**src/hdl/gtd_pkg.sv**
```systemverilog
// gtd_pkg: shared constants, types and the arctangent table of the tone detector
// no dependencies
`timescale 1ns / 1ps

package gtd_pkg;

  localparam int SAMPLE_WIDTH = 16;   // sample bits taken into the resonator
  localparam int SMP_W        = 16;   // sample field width on the port
  localparam int ST_W         = 40;   // resonator state width
  localparam int COEF_W       = 16;
  localparam int BLEN_W       = 10;
  localparam int CFG_W        = 16;   // widest register
  localparam int MA_W         = 56;   // multiplicand width of the serial multiplier
  localparam int ACC_W        = 97;   // signed accumulator of the magnitude sum
  localparam int RAD_W        = 96;   // radicand handed to the root unit
  localparam int ROOT_W       = RAD_W / 2;
  localparam int AMP_W        = 40;
  localparam int PH_W         = 16;
  localparam int CD_W         = 44;   // cordic vector width
  localparam int CZ_W         = 18;   // cordic angle width
  localparam int CORDIC_STEPS = 14;
  localparam int PI_Q13       = 25736;

  localparam logic signed [COEF_W-1:0] COEFF_RESET = 16'sd26510;
  localparam logic [BLEN_W-1:0]        BLEN_RESET  = 10'd100;

  typedef logic cfg_idx_t;
  localparam cfg_idx_t REG_COS_COEFF    = 1'b0;
  localparam cfg_idx_t REG_BLOCK_LENGTH = 1'b1;

  typedef enum logic [8:0] {
    ST_IDLE = 9'b000000001,
    ST_FB   = 9'b000000010,
    ST_UPD  = 9'b000000100,
    ST_CS   = 9'b000001000,
    ST_SQ1  = 9'b000010000,
    ST_SQ2  = 9'b000100000,
    ST_CR   = 9'b001000000,
    ST_ROOT = 9'b010000000,
    ST_OUT  = 9'b100000000
  } state_t;

  // arctangent of 2^-i in Q3.13
  function automatic logic [12:0] atan_q13(input logic [3:0] i);
    logic [12:0] r;
    case (i)
      4'd0:    r = 13'd6434;
      4'd1:    r = 13'd3798;
      4'd2:    r = 13'd2007;
      4'd3:    r = 13'd1019;
      4'd4:    r = 13'd511;
      4'd5:    r = 13'd256;
      4'd6:    r = 13'd128;
      4'd7:    r = 13'd64;
      4'd8:    r = 13'd32;
      4'd9:    r = 13'd16;
      4'd10:   r = 13'd8;
      4'd11:   r = 13'd4;
      4'd12:   r = 13'd2;
      4'd13:   r = 13'd1;
      default: r = 13'd0;
    endcase
    return r;
  endfunction

endpackage

```
**src/hdl/gtd_in_if.sv**
```systemverilog
// gtd_in_if: sample channel, valid/ready with one sample per word
// depends on gtd_pkg
`timescale 1ns / 1ps

interface gtd_in_if;
  logic                          valid;
  logic                          ready;
  logic [gtd_pkg::SMP_W-1:0]     sample;

  modport source (output valid, output sample, input ready);
  modport sink   (input valid, input sample, output ready);
endinterface

```
**src/hdl/gtd_out_if.sv**
```systemverilog
// gtd_out_if: result channel, valid/ready carrying amplitude, phase and block end
// depends on gtd_pkg
`timescale 1ns / 1ps

interface gtd_out_if;
  logic                              valid;
  logic                              ready;
  logic [gtd_pkg::AMP_W-1:0]         amplitude;
  logic signed [gtd_pkg::PH_W-1:0]   phase;
  logic                              block_end;

  modport source (output valid, output amplitude, output phase, output block_end,
                  input ready);
  modport sink   (input valid, input amplitude, input phase, input block_end,
                  output ready);
endinterface

```
**src/hdl/gtd_mac.sv**
```systemverilog
// gtd_mac: bit-serial signed multiply-accumulate, one multiplier bit per cycle
// depends on gtd_pkg
`timescale 1ns / 1ps

module gtd_mac (
  input  logic                              clk,
  input  logic                              rst,
  input  logic                              start,
  input  logic                              clr,
  input  logic signed [gtd_pkg::MA_W-1:0]   a,
  input  logic signed [gtd_pkg::ST_W-1:0]   b,
  output logic signed [gtd_pkg::ACC_W-1:0]  acc,
  output logic                              done
);
  import gtd_pkg::*;

  localparam int CNT_W = $clog2(ST_W);

  logic signed [ACC_W-1:0] mcand;
  logic [ST_W-1:0]         mplier;
  logic [CNT_W-1:0]        cnt;
  logic                    busy;
  logic                    last;

  assign last = (cnt == CNT_W'(ST_W - 1));

  // control
  always_ff @(posedge clk) begin
    if (rst) begin
      busy <= 1'b0;
      done <= 1'b0;
      cnt  <= '0;
    end else begin
      done <= 1'b0;
      if (start) begin
        busy <= 1'b1;
        cnt  <= '0;
      end else if (busy) begin
        cnt <= cnt + 1'b1;
        if (last) begin
          busy <= 1'b0;
          done <= 1'b1;
        end
      end
    end
  end

  // datapath: top multiplier bit carries negative weight
  always_ff @(posedge clk) begin
    if (start) begin
      mcand  <= ACC_W'(a);
      mplier <= b;
      if (clr) begin
        acc <= '0;
      end
    end else if (busy) begin
      mcand  <= mcand <<< 1;
      mplier <= mplier >> 1;
      if (mplier[0]) begin
        acc <= last ? acc - mcand : acc + mcand;
      end
    end
  end

endmodule

```
**src/hdl/gtd_sqrt.sv**
```systemverilog
// gtd_sqrt: digit-by-digit integer square root, two radicand bits per cycle
// depends on gtd_pkg
`timescale 1ns / 1ps

module gtd_sqrt (
  input  logic                          clk,
  input  logic                          rst,
  input  logic                          start,
  input  logic [gtd_pkg::RAD_W-1:0]     rad,
  output logic [gtd_pkg::ROOT_W-1:0]    root,
  output logic                          done
);
  import gtd_pkg::*;

  localparam int REM_W = ROOT_W + 3;
  localparam int CNT_W = $clog2(ROOT_W);

  logic [RAD_W-1:0] rsh;
  logic [REM_W-1:0] rem;
  logic [REM_W-1:0] rem_sh;
  logic [REM_W-1:0] trial;
  logic [CNT_W-1:0] cnt;
  logic             busy;
  logic             last;

  assign last   = (cnt == CNT_W'(ROOT_W - 1));
  assign rem_sh = {rem[REM_W-3:0], rsh[RAD_W-1 -: 2]};
  assign trial  = {1'b0, root, 2'b01};

  // control
  always_ff @(posedge clk) begin
    if (rst) begin
      busy <= 1'b0;
      done <= 1'b0;
      cnt  <= '0;
    end else begin
      done <= 1'b0;
      if (start) begin
        busy <= 1'b1;
        cnt  <= '0;
      end else if (busy) begin
        cnt <= cnt + 1'b1;
        if (last) begin
          busy <= 1'b0;
          done <= 1'b1;
        end
      end
    end
  end

  // one root bit per step
  always_ff @(posedge clk) begin
    if (start) begin
      rsh  <= rad;
      rem  <= '0;
      root <= '0;
    end else if (busy) begin
      rsh <= rsh << 2;
      if (rem_sh >= trial) begin
        rem  <= rem_sh - trial;
        root <= {root[ROOT_W-2:0], 1'b1};
      end else begin
        rem  <= rem_sh;
        root <= {root[ROOT_W-2:0], 1'b0};
      end
    end
  end

endmodule

```
**src/hdl/goertzel_tone_detector_top.sv**
```systemverilog
// goertzel_tone_detector_top: single-bin goertzel resonator with amplitude and phase
// depends on gtd_pkg, gtd_in_if, gtd_out_if, gtd_mac, gtd_sqrt
`timescale 1ns / 1ps

// Usage
//   in_s carries one 16-bit sample per word; out_s returns one word per sample
//   with amplitude, phase (Q3.13 radians) and block_end. Both use valid/ready.
//   cfg_we/cfg_index/cfg_data write cos_coeff (index 0) and block_length (1);
//   write only while no sample is in flight.
// Sequence
//   one sample at a time: after the accept edge, five serial multiplies of 40
//   bit steps each for the feedback and the squared magnitude, one update
//   step after the first, then the root with the 14-step arctangent alongside,
//   then the load of the output register. The next sample is taken only
//   after that load.
// Reset
//   rst clears states, count and handshakes and reloads cos_coeff = 26510,
//   block_length = 100.
// Stall
//   a result waits in the output register; the following sample is still
//   processed and holds in its last state until the register frees.

module goertzel_tone_detector_top (
  input  logic                          clk,
  input  logic                          rst,
  input  logic                          cfg_we,
  input  gtd_pkg::cfg_idx_t             cfg_index,
  input  logic [gtd_pkg::CFG_W-1:0]     cfg_data,
  gtd_in_if.sink                        in_s,
  gtd_out_if.source                     out_s
);
  import gtd_pkg::*;

  localparam int FW = 58;
  localparam logic signed [FW-1:0] ST_MAX_W = FW'((64'sd1 <<< (ST_W - 1)) - 64'sd1);
  localparam logic signed [FW-1:0] ST_MIN_W = -FW'(64'sd1 <<< (ST_W - 1));
  localparam logic signed [FW-1:0] RND_W    = FW'(64'sd8192);
  localparam logic signed [CZ_W-1:0] PI_Z   = CZ_W'(PI_Q13);

  state_t state, state_next, state_prev;

  logic signed [COEF_W-1:0] cos_coeff;
  logic [BLEN_W-1:0]        block_length;
  logic [SMP_W-1:0]         sample_q;
  logic signed [ST_W-1:0]   s1, s2;
  logic [BLEN_W-1:0]        count;
  logic [BLEN_W-1:0]        count_inc;
  logic                     bend;
  logic signed [MA_W-1:0]   negcs;
  logic                     amp_neg;

  logic                     mac_start, mac_clr, mac_done;
  logic signed [MA_W-1:0]   mac_a;
  logic signed [ST_W-1:0]   mac_b;
  logic signed [ACC_W-1:0]  mac_acc;

  logic                     fin_start, sq_done;
  logic [ROOT_W-1:0]        root;

  logic signed [FW-1:0]     prod_w, fb_w, snum;
  logic signed [ST_W-1:0]   snew;

  logic signed [CD_W-1:0]   cx, cy, dx, dy;
  logic signed [CZ_W-1:0]   cz, cz_step;
  logic [3:0]               ci;
  logic                     cbusy, czero;
  logic signed [PH_W-1:0]   phase_res;
  logic [AMP_W-1:0]         amp_res;
  logic                     out_free;

  // configuration registers
  always_ff @(posedge clk) begin
    if (rst) begin
      cos_coeff    <= COEFF_RESET;
      block_length <= BLEN_RESET;
    end else if (cfg_we) begin
      unique case (cfg_index)
        REG_COS_COEFF:    cos_coeff    <= $signed(cfg_data[COEF_W-1:0]);
        REG_BLOCK_LENGTH: block_length <= cfg_data[BLEN_W-1:0];
        default: ;
      endcase
    end
  end

  assign in_s.ready = (state == ST_IDLE);
  assign out_free   = !out_s.valid || out_s.ready;
  assign count_inc  = count + 1'b1;

  // sequencer
  always_comb begin
    state_next = state;
    unique case (state)
      ST_IDLE: if (in_s.valid) state_next = ST_FB;
      ST_FB:   if (mac_done) state_next = ST_UPD;
      ST_UPD:  state_next = ST_CS;
      ST_CS:   if (mac_done) state_next = ST_SQ1;
      ST_SQ1:  if (mac_done) state_next = ST_SQ2;
      ST_SQ2:  if (mac_done) state_next = ST_CR;
      ST_CR:   if (mac_done) state_next = ST_ROOT;
      ST_ROOT: if (sq_done) state_next = ST_OUT;
      ST_OUT:  if (out_free) state_next = ST_IDLE;
      default: state_next = ST_IDLE;
    endcase
  end

  always_ff @(posedge clk) begin
    if (rst) begin
      state      <= ST_IDLE;
      state_prev <= ST_IDLE;
    end else begin
      state      <= state_next;
      state_prev <= state;
    end
  end

  // multiplier operands per step
  always_comb begin
    mac_a = MA_W'(cos_coeff);
    mac_b = s1;
    case (state)
      ST_SQ1: begin
        mac_a = MA_W'($signed({s1, 14'b0}));
        mac_b = s1;
      end
      ST_SQ2: begin
        mac_a = MA_W'($signed({s2, 14'b0}));
        mac_b = s2;
      end
      ST_CR: begin
        mac_a = negcs;
        mac_b = s2;
      end
      default: ;
    endcase
  end

  assign mac_start = (state != state_prev) &&
                     (state == ST_FB || state == ST_CS || state == ST_SQ1 ||
                      state == ST_SQ2 || state == ST_CR);
  assign mac_clr   = (state == ST_FB || state == ST_CS || state == ST_SQ1);
  assign fin_start = (state == ST_ROOT) && (state_prev != ST_ROOT);

  gtd_mac u_mac (
    .clk   (clk),
    .rst   (rst),
    .start (mac_start),
    .clr   (mac_clr),
    .a     (mac_a),
    .b     (mac_b),
    .acc   (mac_acc),
    .done  (mac_done)
  );

  gtd_sqrt u_sqrt (
    .clk   (clk),
    .rst   (rst),
    .start (fin_start),
    .rad   (mac_acc[RAD_W-1:0]),
    .root  (root),
    .done  (sq_done)
  );

  // resonator update with rounding and saturation
  always_comb begin
    prod_w = FW'($signed(mac_acc[MA_W-1:0]));
    fb_w   = (prod_w + RND_W) >>> 14;
    snum   = fb_w + FW'($signed({1'b0, sample_q[SAMPLE_WIDTH-1:0]})) - FW'(s2);
    if (snum > ST_MAX_W) begin
      snew = ST_W'(ST_MAX_W);
    end else if (snum < ST_MIN_W) begin
      snew = ST_W'(ST_MIN_W);
    end else begin
      snew = ST_W'(snum);
    end
  end

  // state, count and captured operands
  always_ff @(posedge clk) begin
    if (rst) begin
      s1    <= '0;
      s2    <= '0;
      count <= '0;
      bend  <= 1'b0;
    end else begin
      if (state == ST_UPD) begin
        s2    <= s1;
        s1    <= snew;
        count <= count_inc;
        bend  <= (count_inc == block_length);
      end
      if (state == ST_ROOT && sq_done && bend) begin
        s1    <= '0;
        s2    <= '0;
        count <= '0;
      end
    end
  end

  always_ff @(posedge clk) begin
    if (in_s.valid && in_s.ready) begin
      sample_q <= in_s.sample;
    end
    if (state == ST_CS && mac_done) begin
      negcs <= -$signed(mac_acc[MA_W-1:0]);
    end
    if (state == ST_CR && mac_done) begin
      amp_neg <= mac_acc[ACC_W-1];
    end
  end

  // cordic vectoring, one micro-rotation per cycle
  assign dx      = cy >>> ci;
  assign dy      = cx >>> ci;
  assign cz_step = CZ_W'(atan_q13(ci));

  always_ff @(posedge clk) begin
    if (rst) begin
      cbusy <= 1'b0;
      ci    <= '0;
    end else if (fin_start) begin
      cbusy <= 1'b1;
      ci    <= '0;
    end else if (cbusy) begin
      ci <= ci + 1'b1;
      if (ci == 4'(CORDIC_STEPS - 1)) begin
        cbusy <= 1'b0;
      end
    end
  end

  always_ff @(posedge clk) begin
    if (fin_start) begin
      czero <= (s1 == '0) && (s2 == '0);
      if (s2 < 0) begin
        cx <= -CD_W'(s2);
        cy <= -CD_W'(s1);
        cz <= (s1 >= 0) ? PI_Z : -PI_Z;
      end else begin
        cx <= CD_W'(s2);
        cy <= CD_W'(s1);
        cz <= '0;
      end
    end else if (cbusy) begin
      if (cy < 0) begin
        cx <= cx - dx;
        cy <= cy + dy;
        cz <= cz - cz_step;
      end else begin
        cx <= cx + dx;
        cy <= cy - dy;
        cz <= cz + cz_step;
      end
    end
  end

  // result formatting
  always_comb begin
    if (czero) begin
      phase_res = '0;
    end else if (cz > PI_Z) begin
      phase_res = PH_W'(PI_Z);
    end else if (cz < -PI_Z) begin
      phase_res = PH_W'(-PI_Z);
    end else begin
      phase_res = PH_W'(cz);
    end
    if (amp_neg) begin
      amp_res = '0;
    end else if (root[ROOT_W-1 -: (ROOT_W - 7 - AMP_W)] != '0) begin
      amp_res = '1;
    end else begin
      amp_res = root[AMP_W+6:7];
    end
  end

  // output register
  always_ff @(posedge clk) begin
    if (rst) begin
      out_s.valid <= 1'b0;
    end else if (state == ST_OUT && out_free) begin
      out_s.valid <= 1'b1;
    end else if (out_s.ready) begin
      out_s.valid <= 1'b0;
    end
  end

  always_ff @(posedge clk) begin
    if (state == ST_OUT && out_free) begin
      out_s.amplitude <= amp_res;
      out_s.phase     <= phase_res;
      out_s.block_end <= bend;
    end
  end

  // checks
  a_accept_starts: assert property (@(posedge clk) disable iff (rst)
    in_s.valid && in_s.ready |=> state == ST_FB)
    else $error("accepted word did not start the feedback multiply");

  a_load_from_out: assert property (@(posedge clk) disable iff (rst)
    $rose(out_s.valid) |-> $past(state == ST_OUT))
    else $error("result loaded outside the output step");

  a_block_cleared: assert property (@(posedge clk) disable iff (rst)
    state == ST_OUT && bend |-> s1 == '0 && s2 == '0 && count == '0)
    else $error("states not cleared at block end");

  a_phase_range: assert property (@(posedge clk) disable iff (rst)
    out_s.valid |-> out_s.phase <= PH_W'(PI_Z) && out_s.phase >= PH_W'(-PI_Z))
    else $error("phase out of range");

  a_cordic_done: assert property (@(posedge clk) disable iff (rst)
    sq_done |-> !cbusy)
    else $error("arctangent still running when root finished");

endmodule
```
**src/flat_wrapper.sv**
```systemverilog
// flat-port wrapper written by rule: the top's interface ports become plain ports
module goertzel_tone_detector_top_flat import gtd_pkg::*;
  (clk, rst, cfg_we, cfg_index, cfg_data, in_s_valid, in_s_sample, in_s_ready, out_s_valid, out_s_amplitude, out_s_phase, out_s_block_end, out_s_ready);
  gtd_in_if in_s_i ();
  gtd_out_if out_s_i ();
  input  logic clk;
  input  logic rst;
  input  logic cfg_we;
  input  gtd_pkg::cfg_idx_t cfg_index;
  input  logic [gtd_pkg::CFG_W-1:0] cfg_data;
  input wire logic [$bits(in_s_i.valid)-1:0] in_s_valid;
  input wire logic [$bits(in_s_i.sample)-1:0] in_s_sample;
  output wire logic [$bits(in_s_i.ready)-1:0] in_s_ready;
  output wire logic [$bits(out_s_i.valid)-1:0] out_s_valid;
  output wire logic [$bits(out_s_i.amplitude)-1:0] out_s_amplitude;
  output wire logic [$bits(out_s_i.phase)-1:0] out_s_phase;
  output wire logic [$bits(out_s_i.block_end)-1:0] out_s_block_end;
  input wire logic [$bits(out_s_i.ready)-1:0] out_s_ready;
  assign in_s_i.valid = in_s_valid;
  assign in_s_i.sample = in_s_sample;
  assign in_s_ready = in_s_i.ready;
  assign out_s_valid = out_s_i.valid;
  assign out_s_amplitude = out_s_i.amplitude;
  assign out_s_phase = out_s_i.phase;
  assign out_s_block_end = out_s_i.block_end;
  assign out_s_i.ready = out_s_ready;
  goertzel_tone_detector_top u_core (.clk(clk), .rst(rst), .cfg_we(cfg_we), .cfg_index(cfg_index), .cfg_data(cfg_data), .in_s(in_s_i), .out_s(out_s_i));
endmodule
```
**config.mk**
```make
export PLATFORM = sky130hd
export DESIGN_NAME = goertzel_tone_detector_top_flat
export DESIGN_NICKNAME = d
export VERILOG_FILES = /design/src/hdl/gtd_pkg.sv /design/src/hdl/gtd_in_if.sv /design/src/hdl/gtd_out_if.sv /design/src/hdl/gtd_mac.sv /design/src/hdl/gtd_sqrt.sv /design/src/hdl/goertzel_tone_detector_top.sv /design/src/flat_wrapper.sv
export SDC_FILE = /design/constraint.sdc
export NUM_CORES = 2
export LEC_CHECK = 0
export BUFFER_PORTS_ARGS = -buffer_cell sky130_fd_sc_hd__buf_2
export CORE_MARGIN = 2
export CORE_UTILIZATION = 60
export CTS_CLUSTER_DIAMETER = 100
export CTS_CLUSTER_SIZE = 30
export DETAILED_ROUTE_END_ITERATION = 8
export PLACE_DENSITY_LB_ADDON = 0.12
export SYNTH_ARGS = -nofsm -noshare
export SYNTH_HDL_FRONTEND = slang
export SYNTH_SLANG_ARGS = --single-unit
```
**constraint.sdc**
```tcl
create_clock -name clk -period 13.2 [get_ports clk]
set_input_delay 0.66 -clock clk [delete_from_list [all_inputs] [get_ports clk]]
set_output_delay 0.66 -clock clk [all_outputs]
set_load 0.02 [all_outputs]
```
## Word-level counts from Yosys, hierarchy flattened

Memory sizes are Yosys's and may differ from the RTL's. A register that Yosys moved wholly into a read port is not among the register bits.
Cells that the tools add are included.

| cells by class | value |
|---|---|
| add/sub/neg operators | 19 |
| $mul | 0 |
| divide/modulo/power cells | 0 |
| magnitude comparators | 8 |
| eq/ne operators | 24 |
| shift operators | 2 |
| muxes and demuxes | 57 |
| bitwise operators | 3 |
| reductions and logical operators | 34 |

Operator list:

| cell | count |
|---|---|
| 97-bit two-way mux | 7 |
| 44-bit two-way mux | 8 |
| 40-bit two-way mux | 6 |
| 96-bit two-way mux | 2 |
| 56-bit one-hot mux with 3 select lines | 1 |
| 97-bit adder | 1 |
| 97-bit subtractor | 1 |
| 18-bit two-way mux | 5 |
| 44-bit adder | 2 |
| 40-bit negator with 44-bit output | 2 |
| 44-bit by 4-bit >>> shifter with 44-bit output | 2 |
| 44-bit subtractor | 2 |
| 9-bit one-hot mux with 9 select lines | 1 |
| 40-bit logical NOT | 2 |
| 9-bit two-way mux | 8 |
| 58-bit by 40-bit > comparator with 1-bit output, second input constant | 1 |
| 58-bit by 40-bit < comparator with 1-bit output, second input constant | 1 |
| 56-bit by 15-bit adder with 57-bit output, second input constant | 1 |
| 56-bit negator | 1 |
| 51-bit by 50-bit >= comparator with 1-bit output | 1 |
| 49-bit two-way mux | 1 |
| 49-bit subtractor | 1 |
| 44-bit by 40-bit subtractor with 45-bit output | 1 |
| 43-bit by 17-bit adder with 44-bit output | 1 |
| 40 further kinds | 88 |

| word-level totals | value |
|---|---|
| bits in registers | 821 |
| bits in latches | 0 |
| RAM bits | 0 |
| bits in read-only memories | 208 |
| input bits | 38 |
| output and inout port bits | 59 |
| logic and storage cells | 183 |
| memories | 1 |

Memory list:

| memory | depth | width | read ports | clocked after Yosys merged registers in | wr ports | line | RTL |
|---|---|---|---|---|---|---|---|
| (no name shown) | 16 | 13 | 1 | 1 | 0 | gtd_pkg.sv:46 | `case (i)` |

## Longest topological paths before layout

| logic depth | value |
|---|---|
| depth in word-level cells | 8 |
| mapped depth | 30 |
| mapped depth without buffers | 26 |

## By module

From an unflattened synthesis, not the netlist that was laid out.

| second synthesis, totals | value |
|---|---|
| cells, all modules | 7005 |
| area, all modules | 63060.5 um^2 |

Modules (own cells, without submodules):

| module | instances | cells each | area each (um^2) | sequential area each (um^2) |
|---|---|---|---|---|
| goertzel_tone_detector_top | 1 | 3972 | 34231.6 | 10199.8 |
| gtd_mac | 1 | 1903 | 17719.5 | 7186.9 |
| gtd_sqrt | 1 | 1130 | 11109.4 | 4984.8 |

## Least setup slack after synthesis

No wires, ideal clock.

| timing | value |
|---|---|
| path kind | flip-flop to flip-flop |
| start point | reg u_core.state[3] |
| end point | reg u_core.u_mac.acc[0] in the netlist's numbering, enable pin |
| library setup time | 0.686 ns |
| arrival time | 8.594 ns |
| data required time | 12.514 ns |
| slack | 3.920 ns |
| stages on the path, launching flop included | 8 |
| path buffers | 2 |
| period minus slack after synthesis | 9.280 ns |
| cells stage by stage | dfxtp_1 clkbuf_1 nor2_1 nand2_1 nor4_1 clkbuf_1 nor2_1 o21ai_0 |

| between the ends | value |
|---|---|
| cells in the longest elaborated chain, start to end | 8 |
| elaborated cells on any way between the ends | 15 |
| classes of those cells | eq/ne (7); reduce/logical (8) |

Ends and longest elaborated chain:

| element | line | RTL |
|---|---|---|
| start: declaration | goertzel_tone_detector_top.sv:40 | `state_t state, state_next, state_prev;` |
| start signal: assignment | goertzel_tone_detector_top.sv:111 | `state <= state_next;` |
| 9-bit by 2-bit == test with 1-bit output or 9-bit by 4-bit == test with 1-bit output (tied branches) | goertzel_tone_detector_top.sv:138, goertzel_tone_detector_top.sv:140 |  |
| 1-bit logical OR (2 in a row) | goertzel_tone_detector_top.sv:138, goertzel_tone_detector_top.sv:140 |  |
| 1-bit logical OR | goertzel_tone_detector_top.sv:138 | `(state == ST_FB \|\| state == ST_CS \|\| state == ST_SQ1 \|\|` |
| 1-bit logical OR | goertzel_tone_detector_top.sv:139 | `state == ST_SQ2 \|\| state == ST_CR);` |
| 1-bit logical AND | goertzel_tone_detector_top.sv:137 | `assign mac_start = (state != state_prev) &&` |
| 2-bit inequality test (no source line) or 2-bit nonzero test (tied branches) | - |  |
| 3-bit AND reduction (no source line) (*) | - |  |
| end signal: assignment | gtd_mac.sv:60 | `acc <= last ? acc - mcand : acc + mcand;` |
| end: declaration | gtd_mac.sv:12 | `output logic signed [gtd_pkg::ACC_W-1:0] acc,` |

Every way passes the cells marked *; elsewhere a longest branch is shown, timed or not.
A chain may end at the register's enable or synchronous reset.

## Worst setup path after layout

| timing | value |
|---|---|
| start point | reg u_core.ci[0] |
| end point | reg u_core.cy[43] (data pin) |

| between the ends | value |
|---|---|
| cells in the longest elaborated chain, start to end | 5 |
| elaborated cells on any way between the ends | 6 |
| classes of those cells | add/sub (2); shift (1); mux (3) |

Ends and longest elaborated chain:

| element | line | RTL |
|---|---|---|
| start: declaration | goertzel_tone_detector_top.sv:65 | `logic [3:0] ci;` |
| start signal: assignment | goertzel_tone_detector_top.sv:224 | `ci <= ci + 1'b1;` |
| 44-bit by 4-bit >>> shifter with 44-bit output (*) | goertzel_tone_detector_top.sv:213 | `assign dy = cx >>> ci;` |
| 44-bit subtractor or 44-bit adder (tied branches) | goertzel_tone_detector_top.sv:250, goertzel_tone_detector_top.sv:246 |  |
| 44-bit two-way mux (*) | goertzel_tone_detector_top.sv:244 | `if (cy < 0) begin` |
| 44-bit two-way mux (*) | goertzel_tone_detector_top.sv:243 | `end else if (cbusy) begin` |
| 44-bit two-way mux (*) | goertzel_tone_detector_top.sv:232 | `if (fin_start) begin` |
| end signal: assignment | goertzel_tone_detector_top.sv:236 | `cy <= -CD_W'(s1);` |
| end signal: assignment | goertzel_tone_detector_top.sv:246 | `cy <= cy + dy;` |
| end signal: assignment | goertzel_tone_detector_top.sv:250 | `cy <= cy - dy;` |
| end: declaration | goertzel_tone_detector_top.sv:63 | `logic signed [CD_W-1:0] cx, cy, dx, dy;` |

Every way passes the cells marked *; elsewhere a longest branch is shown, timed or not. The select of a mux whose other input is x is not followed.

==> key figures <==
Outcome
  • Status: finished, final reports clean

Clocking
  • Post-CTS Hold Fix Bufs: 0
  • Clk root buf: clkbuf_16
  • H-Tree Depth: 2
  • Total clock sinks: 834
  • Post-cts repair resize count: 0
  • Clk_lat worst skew: 0.68 ns
  • Clock Pin Slew Worst Setup and Hold Paths: 0.12 ns
  • CTS tree: built
  • Post-CTS setup buffers: 0
  • Total CTS buffers: 41
  • Clock buffer depth: 3

Route
  • # DRC: 0
  • DRT iter0 DRCs: 5046
  • Antenna-violating nets left: 0
  • DR WL/cell: 21.8 um
  • Pre-antenna DRT Iters: 6
  • Vias: 51300
  • Final wirelength: 176000 um
  • Routed vias/inst: 6.36

Global route
  • GRT overflow: 0
  • Vias in the first global route: 48100
  • Global-route wire length before repair: 272000 um
  • Initial antenna violation count: 4
  • Global Route Usage Sum: 0.330
  • Largest net degree at the start of global routing: 149

STA
  • Final hold violation count: 0
  • Tmin final: 7.47 ns
  • Worst slew pin tran: 1.26 ns
  • Total Neg Setup Slack: 0 ns
  • Slew Limit Fails: 0
  • Fmax: 134 MHz
  • Clk_skew: 0.0373 ns
  • RSZ-0062 raised after global routing: false
  • Slew margin rel.: 0.154
  • Setup violations, final: 0
  • Period utilization: 0.566

Synth
  • Post-synth ARST share: 0
  • Synthesized area per cell: 8.87 um2
  • Area contributors post-synth: edfxtp_1 (28%), dfxtp_1 (8.8%), ha_1 (7.0%)
  • Top cells by count, synth: nand2_1 (1002), a21oi_1 (591), nor2_1 (590)
  • Yosys top cell by area: edfxtp_1
  • Distinct cell type count after synthesis: 107
  • Syn Std Cell Area: 61000 um2
  • Synth Area in XOR/XNOR: 0.0945
  • Complex-gate fraction of the synthesized area: 0.183
  • Post-synth EDFFs: 567
  • Primary FF master, synth: edfxtp_1
  • Seq/Total Area, Yosys: 0.367
  • Cell with the most instances after synthesis: nand2_1
  • Synth Area in Simple Gates: 0.170
  • Synth warnings: 0
  • Yosys reg bits: 834
  • Gate count after technology mapping: 6876
  • Top cell type's share of synthesized area: 0.279
  • Adder-cell share of the synthesized area: 0.0763
  • Synth Net Count: 7274
  • Post-synthesis mux area share: 0.0701
  • Largest family of logic cells by synthesized area: compound AO/OA/AOI/OAI gates

Hold path
  • Worst Hold Path EP: u_core.sample_q[3]$_DFFE_PP_
  • Cells on Worst Hold Path: 1
  • Min-delay src: in_s_sample[3]
  • Hold Crit Class: input port to flip-flop

Setup path
  • Crit-path cells: buf_4 > inv_2 > mux2i_1 > a31oi_1 > o32ai_2 > nand4_1 > or3b_1 > or2_1 > nor3b_1 > a31oi_1 > xnor2_1 > ha_1 > a21o_1 > a21o_1 > a21o_1 > a21o_1 > a2111oi_0 > a211o_1 > o311ai_0 > a21o_1 > a21oi_1 > xnor2_1 > o21ai_1
  • Crit-path slowest cell: buf_4
  • Worst Setup Path Type: flip-flop to flip-flop
  • R2r setup slk: 5.73 ns
  • Critical Path AT: 7.87 ns
  • Worst setup SP type: flip-flop
  • CP Data Required Time: 13.60 ns
  • Reg2reg start: u_core.ci[0]$_SDFFE_PP0P_
  • Worst R2R End: u_core.cy[43]$_DFFE_PP_
  • FF-to-FF path depth: 23
  • Worst setup EP type: flip-flop
  • Crit Path Max Fanout: 70
  • Cell repeated most along the worst path: a21o_1
  • Crit-path max cell delay: 0.86 ns

Power
  • Register share of total power: 0.424
  • Clock power share: 0.207
  • P_sw: 3.06 mW
  • P_leak: 24.4 nW
  • Internal power consumption: 5.04 mW
  • Peak VDD IR: 0.167 mV
  • PD cells: 127 nW/um2
  • Logic pwr share: 0.368
  • Switch share: 0.378

Layout
  • NumNets Final: 7071
  • FF/Latch Area: 22400 um2
  • Area Overhead vs Synth: 4.42%
  • Share of layout cells above drive strength 1: 0.0656
  • Multi-input logic area: 36400 um2
  • Final-layout fill cell count: 8668
  • Fin util: 0.634

Placement
  • Final Wtd Congestion: 0.985
  • Port Buffers: 96
  • Hpwl dp: 131000 um

Floorplan
  • Die Span X: 323 um
  • IO Pins: 97
  • Die area: 104000 um2
  • Starting density of the core: 0.608
  • Die H: 323 um
  • # rows: 116
  • Core area: 100000 um2

Flow run
  • Max-cap violations: 0
layer usage:
metal | global-route usage | up-vias | wire length (um)
met4 | 0.110 | 0 | 6200
met2 | 0.522 | 2061 | 78500
met1 | 0.467 | 24500 | 77100
li1 | - | 24400 | -
met5 | 0 | - | 0
met3 | 0.0464 | 300 | 14000
placed cells by master, fill, tap and decap left out, types with 107 or more instances in the layout:
master    count
a21oi_1     587
dfxtp_1     261
nand2_1    1001
xor2_1      238
xnor2_1     417
edfxtp_1    567
nor3_1      107
ha_1        340
inv_1       224
nor2_1      587
a21o_1      215
a31oi_1     118
o21ai_0     438
mux2i_1     166
nand3_1     110
sequential cells by signal (all words and copies together), names as in the netlist, 40 cells and up:
signal                  cells
u_core.cx                  44
u_core.s1                  40
u_core.u_sqrt.root         48
u_core.out_s.amplitude     40
u_core.s2                  40
u_core.u_sqrt.rsh          96
u_core.u_mac.mplier        40
u_core.u_sqrt.rem          49
u_core.u_mac.acc           97
u_core.negcs               56
u_core.cy                  44
u_core.u_mac.mcand         97
per-stage QoR:
step                std cells  cell area [um2]  total power [mW]  setup slack, ns  hold WS (ns)
floorplan                6876            61000              5.69             3.92         0.436
global placement         7987            62200              6.37             5.84         0.454
detailed placement       7987            62200              6.41             5.63         0.457
CTS                      8063            63700              8.08             5.59         0.117
global route             8064            63700              8.55             5.18         0.138
finish                   8065            63700              8.10             5.73         0.155
power groups by stage:
stage                     registers (mW)  clock network, mW  logic (mW)
after global routing                3.46               1.78        3.31
after detailed placement            3.49                  0        2.92
after floorplan                     3.39                  0        2.30
final                               3.44               1.68        2.99
after CTS                           3.43               1.71        2.94
after global placement              3.48                  0        2.89
logic make-up (layout without fill, tap and decap cells):
| logic type | count (synthesis) | after routing |
|---|---|---|
| buffers and inverters | 627 | 457 |
| AOI/OAI and AO/OA | 1817 | 1817 |
| xor gates and xnor gates | 657 | 657 |
| and+or+nand+nor | 2288 | 2288 |
| other | 0 | 2 |
| adders and majority gates | 360 | 360 |
| muxes | 293 | 293 |
| DFF | 834 | 834 |
worst max-delay path: cells and delay by family, from the launching register on:
kind,cells,cell delay [ns]
AOI/OAI and AO/OA,13,2.94
xor gates and xnor gates,2,0.29
adders and majority gates,1,0.37
buffers and inverters,2,1.24
DFF,1,0.62
muxes,1,0.31
and+or+nand+nor,4,1.32
worst max path at each step:
stage,from,end,slack [ns],cells past startpoint
floorplan,u_core.state[3]$_SDFFE_PP0P_,u_core.u_mac.acc[0]$_SDFFCE_PP0P_,3.92,7
global placement,u_core.u_mac.mcand[46]$_DFFE_PP_,u_core.u_mac.acc[89]$_SDFFCE_PP0P_,5.84,20
detailed placement,u_core.u_mac.mcand[46]$_DFFE_PP_,u_core.u_mac.acc[89]$_SDFFCE_PP0P_,5.63,20
CTS,u_core.u_mac.mcand[46]$_DFFE_PP_,u_core.u_mac.acc[89]$_SDFFCE_PP0P_,5.59,20
global route,u_core.ci[0]$_SDFFE_PP0P_,u_core.cy[41]$_DFFE_PP_,5.18,23
finish,u_core.ci[0]$_SDFFE_PP0P_,u_core.cy[43]$_DFFE_PP_,5.73,23
layout make-up:
class                           instances  area share
Timing Repair Buffer                  151      0.0142
Inverter                              230      0.0136
Clock inverter                         21     0.00530
Sequential cell                       834       0.351
Multi-Input combinational cell       5415       0.571
Clock buffer                           55      0.0183
Antenna cell                            2   0.0000785
Tap cell                             1357      0.0266
(Power assumes the default switching activity.)
